**config.mk**
```make
export PLATFORM = sky130hd
export DESIGN_NAME = rangefinder_reply_parser
export DESIGN_NICKNAME = d
export VERILOG_FILES = /design/src/hdl/rrp_pkg.sv /design/src/hdl/rangefinder_reply_parser.sv
export SDC_FILE = /design/constraint.sdc
export NUM_CORES = 1
export LEC_CHECK = 0
export ABC_AREA = 1
export BUFFER_PORTS_ARGS = -buffer_cell sky130_fd_sc_hd__buf_2
export CAP_MARGIN = 20
export CORE_MARGIN = 2
export CORE_UTILIZATION = 50
export CTS_CLUSTER_DIAMETER = 200
export DETAILED_ROUTE_END_ITERATION = 7
export PLACE_DENSITY_LB_ADDON = 0.25
export RECOVER_POWER = 100
export SETUP_SLACK_MARGIN = 0.4
export SLEW_MARGIN = 20
export SYNTH_ARGS = -nofsm -noshare
export SYNTH_HDL_FRONTEND = slang
export SYNTH_SLANG_ARGS = --single-unit
```
**constraint.sdc**
```tcl
create_clock -name clk -period 4.3 [get_ports clk]
set_input_delay 0 -clock clk [delete_from_list [all_inputs] [get_ports clk]]
set_output_delay 0 -clock clk [all_outputs]
set_load 0.01 [all_outputs]
```
**src/hdl/rrp_pkg.sv**
```systemverilog
// Shared types and constants for the rangefinder reply parser.
`default_nettype none

package rrp_pkg;

	typedef enum logic [1:0] {
		CMD_BYTE    = 2'd0,
		CMD_OVERRUN = 2'd1,
		CMD_RELEASE = 2'd2
	} cmd_t;

	typedef enum logic [3:0] {
		EV_PROGRESS  = 4'd0,
		EV_HDR       = 4'd1,
		EV_OPEN_OK   = 4'd2,
		EV_OPEN_BAD  = 4'd3,
		EV_SCALE_OK  = 4'd4,
		EV_SCALE_BAD = 4'd5,
		EV_ERRREP    = 4'd6,
		EV_CSUM_BAD  = 4'd7,
		EV_GOOD      = 4'd8,
		EV_IGNORED   = 4'd9,
		EV_OVERRUN   = 4'd10,
		EV_RELEASED  = 4'd11
	} event_t;

	localparam logic [1:0] PH_OPEN  = 2'd0;
	localparam logic [1:0] PH_SCALE = 2'd1;
	localparam logic [1:0] PH_MEAS  = 2'd2;

	localparam logic [3:0] FRAME_LEN   = 4'd11;
	localparam logic [3:0] POS_BODY    = 4'd3;
	localparam logic [3:0] POS_ERR     = 4'd8;
	localparam logic [3:0] POS_CSUM    = 4'd10;
	localparam int         BODY_BYTES  = 7;

	localparam logic [7:0] OPEN_HDR0  = 8'h80;
	localparam logic [7:0] OPEN_HDR1  = 8'h06;
	localparam logic [7:0] OPEN_HDR2  = 8'h85;
	localparam logic [7:0] OPEN_HDR3  = 8'h01;
	localparam logic [7:0] SCALE_HDR0 = 8'hFA;
	localparam logic [7:0] SCALE_HDR1 = 8'h04;
	localparam logic [7:0] SCALE_HDR2 = 8'h89;
	localparam logic [7:0] SCALE_HDR3 = 8'h79;
	localparam logic [7:0] MEAS_HDR0  = 8'h80;
	localparam logic [7:0] MEAS_HDR1  = 8'h06;
	localparam logic [7:0] MEAS_HDR2  = 8'h82;
	localparam logic [7:0] CHAR_E     = 8'h45;
	localparam logic [7:0] CHAR_R     = 8'h52;

	typedef struct packed {
		logic [1:0] command;
		logic [7:0] rx_byte;
	} item_t;

	typedef struct packed {
		logic [3:0]  event_res;
		logic [1:0]  phase;
		logic [3:0]  byte_count;
		logic        frame_ready;
		logic [55:0] payload;
	} result_t;

endpackage

`default_nettype wire

```
**src/hdl/rangefinder_reply_parser.sv**
```systemverilog
// Rangefinder reply parser: byte-wise header, error and checksum checks.
// Each item is first held in the input register; its result is loaded into the
// result register when the state advances, which waits while the result output is stalled.
// Throughput: one item per cycle while the result output is not stalled, as the state
// (phase, count, running checksum, frame bytes) updates for every accepted item.
// Reset: phase awaits the open reply, count, checksum and held flag clear.
`default_nettype none

module rangefinder_reply_parser
	import rrp_pkg::*;
(
	input  wire logic    clk,
	input  wire logic    arst_n,
	input  wire logic    item_valid,
	output      logic    item_stall,
	input  wire item_t   item,
	output      logic    result_valid,
	input  wire logic    result_stall,
	output      result_t result
);

	logic        valid_s1;
	item_t       item_s1;
	logic        advance;

	logic [1:0]  phase_q, phase_d;
	logic [3:0]  count_q, count_d;
	logic        ready_q, ready_d;
	logic [7:0]  sum_q, sum_d;
	logic [7:0]  body_q [BODY_BYTES];
	logic [7:0]  body_d [BODY_BYTES];
	logic        body_we;
	logic [2:0]  body_idx;

	event_t      ev;
	logic [7:0]  b;
	logic [7:0]  expect_byte;
	logic [7:0]  last_byte;
	logic [1:0]  pos2;
	logic        is_err;
	logic [55:0] payload_d;
	logic [7:0]  csum;

	assign advance    = valid_s1 && (!result_valid || !result_stall);
	assign item_stall = valid_s1 && !advance;

	always_ff @(posedge clk or negedge arst_n) begin
		if (!arst_n) begin
			valid_s1 <= 1'b0;
		end else if (!item_stall) begin
			valid_s1 <= item_valid;
		end
	end

	always_ff @(posedge clk) begin
		if (item_valid && !item_stall) begin
			item_s1 <= item;
		end
	end

	assign b        = item_s1.rx_byte;
	assign pos2     = count_q[1:0];
	assign is_err   = (body_q[0] == CHAR_E) && (body_q[1] == CHAR_R) && (body_q[2] == CHAR_R);
	assign csum     = 8'(8'd0 - sum_q);
	assign body_idx = 3'(count_q - POS_BODY);

	always_comb begin
		expect_byte = 8'h00;
		last_byte   = 8'h00;
		if (phase_q == PH_OPEN) begin
			last_byte = OPEN_HDR3;
			unique case (pos2)
				2'd0:    expect_byte = OPEN_HDR0;
				2'd1:    expect_byte = OPEN_HDR1;
				2'd2:    expect_byte = OPEN_HDR2;
				default: expect_byte = OPEN_HDR3;
			endcase
		end else if (phase_q == PH_SCALE) begin
			last_byte = SCALE_HDR3;
			unique case (pos2)
				2'd0:    expect_byte = SCALE_HDR0;
				2'd1:    expect_byte = SCALE_HDR1;
				2'd2:    expect_byte = SCALE_HDR2;
				default: expect_byte = SCALE_HDR3;
			endcase
		end else begin
			unique case (pos2)
				2'd0:    expect_byte = MEAS_HDR0;
				2'd1:    expect_byte = MEAS_HDR1;
				default: expect_byte = MEAS_HDR2;
			endcase
		end
	end

	always_comb begin
		ev      = EV_IGNORED;
		phase_d = phase_q;
		count_d = count_q;
		ready_d = ready_q;
		sum_d   = sum_q;
		body_we = 1'b0;
		unique case (item_s1.command)
			CMD_BYTE: begin
				if (!ready_q) begin
					unique case (phase_q)
						PH_OPEN, PH_SCALE: begin
							if (pos2 != 2'd3) begin
								if (b != expect_byte) begin
									count_d = 4'd0;
									sum_d   = 8'd0;
									ev      = EV_HDR;
								end else begin
									count_d = {2'b00, pos2} + 4'd1;
									ev      = EV_PROGRESS;
								end
							end else begin
								count_d = 4'd0;
								sum_d   = 8'd0;
								if (b != last_byte) begin
									ev = (phase_q == PH_OPEN) ? EV_OPEN_BAD : EV_SCALE_BAD;
								end else begin
									phase_d = phase_q + 2'd1;
									ev = (phase_q == PH_OPEN) ? EV_OPEN_OK : EV_SCALE_OK;
								end
							end
						end
						PH_MEAS: begin
							if (count_q >= FRAME_LEN) begin
								ev = EV_IGNORED;
							end else if (count_q < POS_BODY && b != expect_byte) begin
								count_d = 4'd0;
								sum_d   = 8'd0;
								ev      = EV_HDR;
							end else if (count_q < POS_CSUM) begin
								body_we = (count_q >= POS_BODY);
								if (count_q == POS_ERR && is_err) begin
									count_d = 4'd0;
									sum_d   = 8'd0;
									ev      = EV_ERRREP;
								end else begin
									sum_d   = (count_q == 4'd0) ? b : 8'(sum_q + b);
									count_d = count_q + 4'd1;
									ev      = EV_PROGRESS;
								end
							end else if (csum != b) begin
								count_d = 4'd0;
								sum_d   = 8'd0;
								ev      = EV_CSUM_BAD;
							end else begin
								count_d = FRAME_LEN;
								ready_d = 1'b1;
								ev      = EV_GOOD;
							end
						end
						default: ev = EV_IGNORED;
					endcase
				end
			end
			CMD_OVERRUN: begin
				count_d = 4'd0;
				sum_d   = 8'd0;
				ready_d = 1'b0;
				ev      = EV_OVERRUN;
			end
			CMD_RELEASE: begin
				if (ready_q) begin
					ready_d = 1'b0;
					count_d = 4'd0;
					sum_d   = 8'd0;
					ev      = EV_RELEASED;
				end
			end
			default: ev = EV_IGNORED;
		endcase
	end

	always_comb begin
		for (int i = 0; i < BODY_BYTES; i++) begin
			body_d[i] = body_q[i];
		end
		if (body_we) begin
			body_d[body_idx] = b;
		end
	end

	always_comb begin
		payload_d = '0;
		if (ev == EV_GOOD) begin
			payload_d = {body_q[0], body_q[1], body_q[2], body_q[3],
				body_q[4], body_q[5], body_q[6]};
		end
	end

	always_ff @(posedge clk or negedge arst_n) begin
		if (!arst_n) begin
			phase_q      <= PH_OPEN;
			count_q      <= 4'd0;
			ready_q      <= 1'b0;
			sum_q        <= 8'd0;
			result_valid <= 1'b0;
		end else begin
			if (advance) begin
				phase_q <= phase_d;
				count_q <= count_d;
				ready_q <= ready_d;
				sum_q   <= sum_d;
			end
			if (advance) begin
				result_valid <= 1'b1;
			end else if (!result_stall) begin
				result_valid <= 1'b0;
			end
		end
	end

	always_ff @(posedge clk) begin
		if (advance) begin
			for (int i = 0; i < BODY_BYTES; i++) begin
				body_q[i] <= body_d[i];
			end
			result.event_res   <= ev;
			result.phase       <= phase_d;
			result.byte_count  <= count_d;
			result.frame_ready <= ready_d;
			result.payload     <= payload_d;
		end
	end

endmodule

`default_nettype wire
```
==> run summary, run 1 <==
Status
* finished, violations left — status
* capacitance limit, slew limit — violated checks

Place
* 82 — count of buffers inserted at the top-level ports
* 10.8 mm — post-DP HPWL
* 1080 ps — worst setup slack before clock tree synthesis
* 0.972 — placer's final routability congestion estimate

CTS
* 17 — TritonCTS buffer count
* built — clock tree from TritonCTS
* 2 — buffer depth of the longest clock path
* 14 — number of hold buffers added after CTS
* clkbuf_16 — root buffer cell
* 0 — post-CTS setup repair buffer count
* 150 — clock sink count
* 420 ps — clock insertion delay at the later pin of the skew report
* 60 ps — clock transition time at the flip-flop clock pins of the worst setup and hold paths
* 0 — CTS-repair resized insts
* 4 — level count of the clock H-tree

Die
* 124 um — die boundary height
* 15300 um^2 — Total Die Area
* 51.5% — initial core utilization
* 43 — placement row count
* 13900 um^2 — core box area
* 124 um — Die X
* 83 — count of pins on the block boundary

Yosys
* 35 — number of distinct library cell variants in the gate-level netlist after synthesis
* edfxtp_1 — count leader, synth
* 7180 um^2 — Cell Area, Synth
* edfxtp_1, nand2_1, dfrtp_1 — cells taking the most area after synthesis
* edfxtp_1 — cell type with the largest total area after synthesis
* 61.6% — sequential cell area fraction in the yosys report
* edfxtp_1 — Post-synth top flop
* edfxtp_1, nand2_1, inv_1, nor2_1, nand3_1 — most numerous cell types in the synthesized netlist
* 133 — number of enable-type register cells in the synthesized netlist
* 55.6% — top-area cell type share of the netlist area
* 713 — Mapped Nets
* 11.3% — Synth async-reset ratio
* 10.6 um^2 — synthesized area divided by synthesized cell count
* 150 — count of state elements after synthesis
* 676 — gate count of the mapped netlist
* 0 — Yosys warning total

Routing
* 5.19 — via count normalized by instance count
* 16.3 um — detail-routed net length per standard cell
* 5046 — count of vias placed by the detailed router
* 15.9 mm — Detailed Route WL
* 395 — drt first-iter violations
* 0 — number of remaining DRC errors
* 6 — Detailed Routing Iterations Pass 1
* 0 — antenna-violating nets left

Worst hold path
* in -> reg — Hold Path Class
* item[0] — hold path startpoint

Run
* 1 — total of max-cap violations

STA
* 0.279 GHz — highest clock rate
* 0 — Final Setup Violations
* 712 ps — slack of the critical path
* 9.45 ps — Worst Clk Skew
* -22.9% — Relative slew margins
* 0 ps — Post-Route Setup TNS
* 83.4% — share of the clock period used by the worst path
* 3590 ps — Period minus WS final
* no — unrepaired setup endpoints after global routing
* 0 — number of endpoints with negative hold slack in the final report
* 1840 ps — actual transition at the worst max-transition pin
* 79 — final number of max-transition violations

Layout
* 4420 um^2 — combined flip-flop and latch cell area
* 8.07% — share of post-route cells with drive strength above 1
* 1264 — # fillers
* 817 — layout net count
* 2040 um^2 — area of combinational cells with multiple inputs
* 0 — number of diodes
* 14.1% — layout-stage area growth over the synthesis result

GRT
* 24.8 mm — global-route wire length before repair
* 21.9% — total routing usage reported by global routing
* 5027 — vias in the first global route
* 0 — antenna violations before repair
* 0 — overflow left after global routing
* 79 — maximum number of pins on one net before global-route repair

Power and ir drop
* 3410 uW — total chip power
* 843 uW — Psw
* 0.00340 uW — Lkg Pwr
* 0.252 mV — peak supply drop
* 50.9% — sequential fraction of design power
* 40.9% — clock network power share
* 24.7% — switching share of power
* 8.2% — combinational cell fraction of total power
* 417 nW/um^2 — P per Cell Area
* 2570 uW — Internal Dissipation

Setup path
* count_q[0]$_DFFE_PN0P_ — worst flop-to-flop path startpoint
* 4550 ps — Required @ worst endpoint
* 3830 ps — Worst EP arrival
* reg -> reg — critical setup path kind
* flop — endpoint class of the critical path
* count_q[0]$_DFFE_PN0P_ — Critical Path Start
* 30 — biggest fanout along the worst timing path
* flop — kind of start point of the critical path

## power by group through the flow
stage	Combinational, uW	Clock (uW)	Sequential (uW)
floorplan	161	0	1790
global placement	304	0	1760
detailed placement	309	0	1760
CTS	322	1410	1730
global route	311	1470	1750
finish	278	1400	1740
## layout by cell type (no fill, tap or decap), types with 2 or more instances in the layout
master / count
inv_1: 109
clkbuf_1: 75
xor2_1: 7
nand3_1: 43
o21ai_0: 22
nor4_1: 2
dfrtp_1: 17
nand4_1: 4
nor2_1: 57
dlygate4sd3_1: 14
clkinv_2: 2
nor3_2: 7
nand2_1: 130
or2_2: 2
a21oi_1: 17
clkinvlp_4: 5
ha_1: 22
buf_2: 12
clkbuf_16: 17
a211oi_1: 5
nor3_1: 57
inv_6: 3
edfxtp_1: 133
inv_2: 7
o22ai_1: 2
o21bai_1: 2
xnor2_1: 3
## layer usage
metal / part of all wire [%] / wire length [um] / vias up / track usage [%]
met1: 41 / 6560 / 2406 / 26.4
met3: 5.2 / 817 / 25 / 4.72
met4: 2.2 / 342 / 0 / 9.66
li1: - / - / 2461 / -
met5: 0 / 0 / - / 0
met2: 51 / 8140 / 154 / 38.0
## final timing paths
check,to,slack [ps],cells past startpoint
worst max-delay path,result[33]$_SDFFCE_PP0P_,710,18
min in group asynchronous,ready_q$_DFFE_PN0P_,350,2
max in group asynchronous,count_q[0]$_DFFE_PN0P_,3240,2
worst min register to register,result_valid$_DFFE_PN0P_,490,2
worst min-delay path,b[0]$_DFFE_PP_,280,2
worst max register to register,result[33]$_SDFFCE_PP0P_,710,18
## registers in the layout (all words and copies together), names as in the netlist
signal        flops
result           67
body_q           56
b                 8
sum_q             8
count_q           4
item_s1           2
phase_q           2
ready_q           1
result_valid      1
valid_s1          1
## kinds of logic (layout without fill, tap and decap cells)
kind of cell,Yosys count,in the layout,share of synthesized area (%)
AND/OR/NAND/NOR,306,306,21.2
flip-flops,150,150,61.6
buffers and inverters,133,250,7.62
XOR/XNOR,10,10,1.22
AO/OA/AOI/OAI,54,54,4.24
adder cells (fa/ha/maj),23,23,4.11
## critical path, cell delays in order, from the launching register on
cell and delay [ps]:
dfrtp_1 560, inv_1 200, ha_1 380, inv_1 210, nand2_1 100, nand2_1 70, nand2_1 40, nor2_1 90
nand2_1 50, nor2_1 150, nand2_1 90, nand2_1 130, nand3_1 80, nand2_1 60, nand2_1 50, nand2_1 50
nand2_1 480, buf_12 400, nor3_1 210
## layout make-up
cell class,count,area share [%]
clock buffers,19,5.29
inverters,116,5.32
clock inverters,13,1.51
multi-input cells,393,25.0
flip-flops and latches,150,54.0
repair buffers,102,6.19
well taps,180,2.75
## stage by stage
step	utilization [%]	instances	instance area (um^2)	hold slack, ps
2_1_floorplan	-	676	7180	-296
3_3_place_gp	55.8	927	7770	-21.0
3_5_place_dp	55.8	927	7770	-17.7
4_1_cts	60.8	973	8470	71.5
5_1_grt	58.8	973	8190	288
6_report	58.8	973	8190	284
Note: power is estimated with default switching activity, not from simulation.
==> inputs of run 2 (changes only) <==
- clock period: 4.3 -> 2.9 ns (I/O delays scaled with it)
==> run 2 against run 1 <==
Net effect:
- the run still ends with capacitance limit, slew limit left
- critical path type unchanged
- final cell count up 7.5%
- core utilization rose by 11 points
- clock skew hardly changed
- critical path depth is 2 lower
- count of clock-buffer cells in the layout is 5 higher
- power rose by 64%
==> run summary, run 2 (synthesized netlist as in run 1, its figures left out) <==
Layout
* 0 — number of diodes, unchanged
* result (67), body_q (56) — registers with the highest flip-flop counts
* 890 — layout net count, +8.9%
* 4420 um^2 — combined flip-flop and latch cell area, about the same
* edfxtp_1, nand2_1, inv_1 — most frequent cells in the layout
* result — register name with the most flops
* 67 — number of flip-flops in the largest register, unchanged
* 2740 um^2 — area of combinational cells with multiple inputs, +34%
* edfxtp_1 — most frequent standard cell in the layout excluding fill and tap cells
* 35.5% — layout-stage area growth over the synthesis result
* 1004 — # fillers, -21%
* 25.3% — share of post-route cells with drive strength above 1, +17 points

STA
* 1880 ps — actual transition at the worst max-transition pin, +36.2 ps
* -25.4% — Relative slew margins, -2.4 points
* 281 ps — Hold Worst Slack, -2.38 ps
* 94.2% — share of the clock period used by the worst path, +11 points
* 0 — number of endpoints with negative hold slack in the final report, unchanged
* 0.366 GHz — highest clock rate, +31%
* 78 — final number of max-transition violations, -1.3%
* 9.62 ps — Worst Clk Skew, +0.172 ps
* 0 ps — Post-Route Setup TNS, unchanged
* 0 — Final Setup Violations, unchanged
* yes — unrepaired setup endpoints after global routing
* 2730 ps — Period minus WS final, -857 ps

Power and ir drop
* 4210 uW — Internal Dissipation, +64%
* 1380 uW — Psw, +64%
* 45.7% — sequential fraction of design power, -5.2 points
* 40.4% — clock network power share, -0.5 points
* 24.7% — switching share of power, +0.035 points
* 13.9% — combinational cell fraction of total power, +5.7 points
* 0.00400 uW — Lkg Pwr, +18%
* 575 nW/um^2 — P per Cell Area, +38%
* 0.377 mV — peak supply drop, +50%

Routing
* 5.29 — via count normalized by instance count, +2.0%
* 406 — drt first-iter violations, +2.8%
* 5534 — count of vias placed by the detailed router, +9.7%
* 18.8 mm — Detailed Route WL, +19%
* 0 — number of remaining DRC errors, unchanged
* 5 — Detailed Routing Iterations Pass 1, -1
* 0 — antenna-violating nets left, unchanged
* 18.0 um — detail-routed net length per standard cell, +10%

Setup path
* 4 — number of buffers and inverters on the critical path, +1
* simple AND/OR/NAND/NOR gates — gate family responsible for the most delay along the worst path
* reg -> reg — critical setup path kind
* flop — endpoint class of the critical path
* 16 — Worst Reg2Reg Path Length in Cells, -2
* 420 ps — worst stage delay on the critical path, -140 ps
* 3160 ps — Required @ worst endpoint, -1390 ps
* inv_2 > ha_1 > inv_4 > nand2_2 > nand3_1 > nand2_1 > nand3_2 > nor2_4 > nand3_2 > nand3_1 > nand2_1 > a21oi_4 > nand3_4 > buf_12 > clkbuf_16 > nor3_4 — cell chain of the critical path
* 16 — Crit path depth, -2
* dfrtp_1 — cell with the biggest individual delay on the critical path
* 7 — biggest fanout along the worst timing path, -77%
* 2990 ps — Worst EP arrival, -840 ps
* flop — kind of start point of the critical path

Status
* capacitance limit, slew limit — violated checks
* finished, violations left — status

CTS
* 60 ps — clock transition time at the flip-flop clock pins of the worst setup and hold paths, about the same
* 4 — level count of the clock H-tree, unchanged
* 2 — buffer depth of the longest clock path, unchanged
* clkbuf_16 — root buffer cell
* 420 ps — clock insertion delay at the later pin of the skew report, about the same
* 17 — TritonCTS buffer count, unchanged
* 150 — clock sink count, unchanged
* built — clock tree from TritonCTS

GRT
* 0 — overflow left after global routing, unchanged
* 26.6 mm — global-route wire length before repair, +7.0%
* 0 — antenna violations before repair, unchanged
* 23.1% — total routing usage reported by global routing, +1.1 points
* 78 — maximum number of pins on one net before global-route repair, -1.3%
* 5346 — vias in the first global route, +6.3%

Place
* 10.8 mm — post-DP HPWL, -0.11%
* 82 — count of buffers inserted at the top-level ports, unchanged
* 0.921 — placer's final routability congestion estimate, -5.2%

Die
* 43 — placement row count, unchanged
* 15300 um^2 — Total Die Area, unchanged
* 124 um — Die X, unchanged
* 13900 um^2 — core box area, unchanged
* 51.5% — initial core utilization, unchanged
* 83 — count of pins on the block boundary, unchanged
* 124 um — die boundary height, unchanged

Worst hold path
* 2 — Worst Hold Path Cells, unchanged
* in -> reg — Hold Path Class

Run
* 1 — total of max-cap violations, unchanged

run 2: changes by cell type in the layout (fill, tap and decap cells not counted), sizes merged:
| cell | delta |
|---|---|
| buf | +47 |
| clkbuf | +31 |
| clkinvlp | -4 |
| inv | -4 |
| bufinv | +2 |
| clkinv | +1 |
run 2: layout make-up:
cell class                      count  share of cell area, %
Timing Repair Buffer              175                   13.3
Clock inverter                      8                   1.27
Clock buffer                       24                   4.85
Tap cell                          180                   2.32
Multi-Input combinational cell    393                   28.2
Sequential cell                   150                   45.5
Inverter                          116                   4.63
run 2: worst reg2reg max path, cell delays in order, from the launching register on:
cell and delay, ps:
dfrtp_1 420, inv_2 90, ha_1 320, inv_4 70, nand2_2 70, nand3_1 90
nand2_1 100, nand3_2 100, nor2_4 150, nand3_2 100, nand3_1 130, nand2_1 110
a21oi_4 180, nand3_4 120, buf_12 170, clkbuf_16 180, nor3_4 190
run 2: repair_timing:
| item | 4_1_cts | 5_1_grt |
|---|---|---|
| pin swaps | 5 | 65 |
| buffers inserted | 12 | 20 |
| gates resized for setup | 26 | 129 |
| setup endpoints to repair | 65 | 68 |
| gates cloned | 2 | 9 |
| hold buffers | 14 | 0 |
| endpoints found under the hold margin | 29 | 0 |
run 2: routing by layer:
metal,wire length (um),global-route usage [%]
met3,998,3.89
met4,502,9.23
met5,0,0
met2,9370,38.5
met1,7930,30.2
run 2: worst paths after layout:
kind	start	end	slack [ps]
max reg2reg	sum_q[0]$_DFFE_PN0P_	result[0]$_SDFFCE_PP0P_	170
min in group asynchronous	arst_n	phase_q[1]$_DFFE_PN0P_	330
min reg2reg	valid_s1$_DFFE_PN0N_	result_valid$_DFFE_PN0P_	500
max in group asynchronous	arst_n	count_q[1]$_DFFE_PN0P_	1820
max	sum_q[0]$_DFFE_PN0P_	result[0]$_SDFFCE_PP0P_	170
min	item[2]	b[2]$_DFFE_PP_	280
run 2: per-stage QoR:
step / setup WS (ps) / power (uW) / std cells / utilization (%) / area, um^2
3_3_place_gp: 197 / 3090 / 957 / 57.6 / 8020
5_1_grt: 45.3 / 5750 / 1046 / 69.8 / 9720
3_5_place_dp: 209 / 3110 / 957 / 57.6 / 8020
4_1_cts: 325 / 5400 / 1017 / 64.5 / 8990
2_1_floorplan: 422 / 2890 / 676 / - / 7180
6_report: 169 / 5590 / 1046 / 69.8 / 9720
run 2: power groups by stage:
stage,sequential [uW],combinational [uW],clock [uW]
CTS,2550,589,2260
global placement,2590,502,0
floorplan,2650,239,0
finish,2550,776,2260
detailed placement,2600,513,0
global route,2570,829,2360
==> inputs of run 3 (changes only) <==
- PLACE_DENSITY_LB_ADDON: 0.25 -> 0.1
==> run 3 against run 2 <==
Net effect:
- the flow still finishes with violations (capacitance limit, slew limit)
- non-clock buffer count decreased by 17
- via count decreased by 0.63%
- combinational power decreased by 7.0%
- die area unchanged
==> run summary, run 3 (synthesized netlist as in run 1, its figures left out) <==
Layout
* 24.2% — share of post-route cells with drive strength above 1, -1.1 points
* 4420 um^2 — combined flip-flop and latch cell area, unchanged
* edfxtp_1, nand2_1, inv_1 — most frequent cells in the layout
* 9470 um^2 — final non-filler cell area, -2.6%
* 31.9% — layout-stage area growth over the synthesis result
* result (67), body_q (56) — registers with the highest flip-flop counts
* 2660 um^2 — area of combinational cells with multiple inputs, -3.0%
* edfxtp_1 — most frequent standard cell in the layout excluding fill and tap cells
* 1060 — # fillers, +5.6%
* 0 — number of diodes, unchanged
* 67 — number of flip-flops in the largest register, unchanged
* 874 — layout net count, -1.8%
* result — register name with the most flops

Setup path
* flop — endpoint class of the critical path
* reg -> reg — critical setup path kind
* 2990 ps — Worst EP arrival, about the same
* 3180 ps — Required @ worst endpoint, +20 ps
* 6 — biggest fanout along the worst timing path, -1
* flop — kind of start point of the critical path

Place
* 0.953 — placer's final routability congestion estimate, +3.4%
* 7930 um^2 — instance area at placement, -1.2%
* 82 — count of buffers inserted at the top-level ports, unchanged
* 171 ps — worst setup slack before clock tree synthesis, -38.2 ps
* 11.5 mm — post-DP HPWL, +6.8%

GRT
* 5259 — vias in the first global route, -1.6%
* 0 — antenna violations before repair, unchanged
* met2 — most used routing layer
* 24.3% — total routing usage reported by global routing, +1.2 points
* 5.17% — met3 track demand over resource, +1.3 points
* 42.0% — met2 Track Usage GR, +3.5 points
* 78 — maximum number of pins on one net before global-route repair, unchanged
* 27.4 mm — global-route wire length before repair, +3.1%
* 0 — overflow left after global routing, unchanged
* 29.6% — global-route track usage on met1, -0.51 points

Run
* 1 — total of max-cap violations, unchanged

Routing
* 0 — antenna-violating nets left, unchanged
* 18.9 um — detail-routed net length per standard cell, +5.0%
* 5499 — count of vias placed by the detailed router, -0.63%
* 452 — drt first-iter violations, +11%
* 5.34 — via count normalized by instance count, +0.91%
* 19.4 mm — Detailed Route WL, +3.4%
* 5 — Detailed Routing Iterations Pass 1, unchanged
* 0 — number of remaining DRC errors, unchanged

STA
* 0 ps — Post-Route Setup TNS, unchanged
* 0.368 GHz — highest clock rate, +0.57%
* yes — unrepaired setup endpoints after global routing
* 93.6% — share of the clock period used by the worst path, -0.53 points
* 2720 ps — Period minus WS final, -15.4 ps
* 1700 ps — actual transition at the worst max-transition pin, -183 ps
* 10.8 ps — Worst Clk Skew, +1.16 ps
* 0 — number of endpoints with negative hold slack in the final report, unchanged
* -13.2% — Relative slew margins, +12 points
* 185 ps — slack of the critical path, +15.4 ps
* 0 — Final Setup Violations, unchanged
* 78 — final number of max-transition violations, unchanged

CTS
* 17 — TritonCTS buffer count, unchanged
* clkbuf_16 — root buffer cell
* 430 ps — clock insertion delay at the later pin of the skew report, about the same
* built — clock tree from TritonCTS
* 60 ps — clock transition time at the flip-flop clock pins of the worst setup and hold paths, about the same
* 4 — level count of the clock H-tree, unchanged
* 150 — clock sink count, unchanged
* 2 — buffer depth of the longest clock path, unchanged

Die
* 15300 um^2 — Total Die Area, unchanged
* 13900 um^2 — core box area, unchanged
* 43 — placement row count, unchanged
* 51.5% — initial core utilization, unchanged
* 83 — count of pins on the block boundary, unchanged
* 124 um — die boundary height, unchanged
* 124 um — Die X, unchanged

Status
* capacitance limit, slew limit — violated checks
* finished, violations left — status

Power and ir drop
* 586 nW/um^2 — P per Cell Area, +2.0%
* 0.354 mV — peak supply drop, -5.9%
* 0.00390 uW — Lkg Pwr, -2.5%

Worst hold path
* in -> reg — Hold Path Class

## run 3: final timing paths
| kind | to | depth (start not counted) | start | slack [ps] |
|---|---|---|---|---|
| min in group asynchronous | count_q[0]$_DFFE_PN0P_ | 2 | arst_n | 300 |
| min | b[3]$_DFFE_PP_ | 2 | item[3] | 290 |
| max | result[29]$_SDFFCE_PP0P_ | 17 | b[6]$_DFFE_PP_ | 180 |
| min reg2reg | result_valid$_DFFE_PN0P_ | 2 | valid_s1$_DFFE_PN0N_ | 510 |
| max reg2reg | result[29]$_SDFFCE_PP0P_ | 17 | b[6]$_DFFE_PP_ | 180 |
| max in group asynchronous | phase_q[0]$_DFFE_PN0P_ | 2 | arst_n | 1850 |
## run 3: what timing repair did
item                                    in CTS  in global routing
hold buffers                                14                  0
buffers inserted                            10                 16
endpoints found under the hold margin       29                  0
pin swaps                                    3                 37
resized for setup                           33                 85
cloned                                       3                  9
endpoints found under the setup margin     123                 95
## run 3: report_power, final
part	internal (uW)	switching, uW
combinational	261	461
clock	1360	914
sequential	2510	51.8
total	4120	1430
## run 3: area by class of cell
class                      count  share of cell area, %
sequential                   150                   46.7
multi-input combinational    394                   28.1
timing repair buffer         158                   11.8
inverter                     116                   4.68
clock buffer                  17                   4.49
tap                          180                   2.38
clock inverter                15                   1.86
## run 3: metrics by stage
step / total power [uW] / util (%) / cells / hold slack (ps)
floorplan: 2890 / - / 676 / -296
global placement: 3090 / 56.9 / 946 / -38.8
detailed placement: 3100 / 56.9 / 946 / -23.2
CTS: 5430 / 64.2 / 1005 / 59.3
global route: 5720 / 67.9 / 1030 / 290
finish: 5550 / 67.9 / 1030 / 288
## run 3: routing by layer
metal  part of all wire [%]  vias to the layer above
li1                       -                     2581
met1                     40                     2647
met2                     52                      217
met3                    5.4                       54
met4                    3.1                        0
met5                      0                        -
## run 3: critical path: stages, from the launching register on
cell and delay (ps):
edfxtp_1 540, inv_2 170, nand2_1 60, nand2_1 80
nand3_1 90, nand2_1 100, nand2_1 60, nor2_1 250
nand3_4 140, nand2_1 120, nand2_2 60, nand2_2 60
nand2_2 60, nand2_2 100, nand3_4 140, buf_12 180
buf_16 140, nor3_4 190
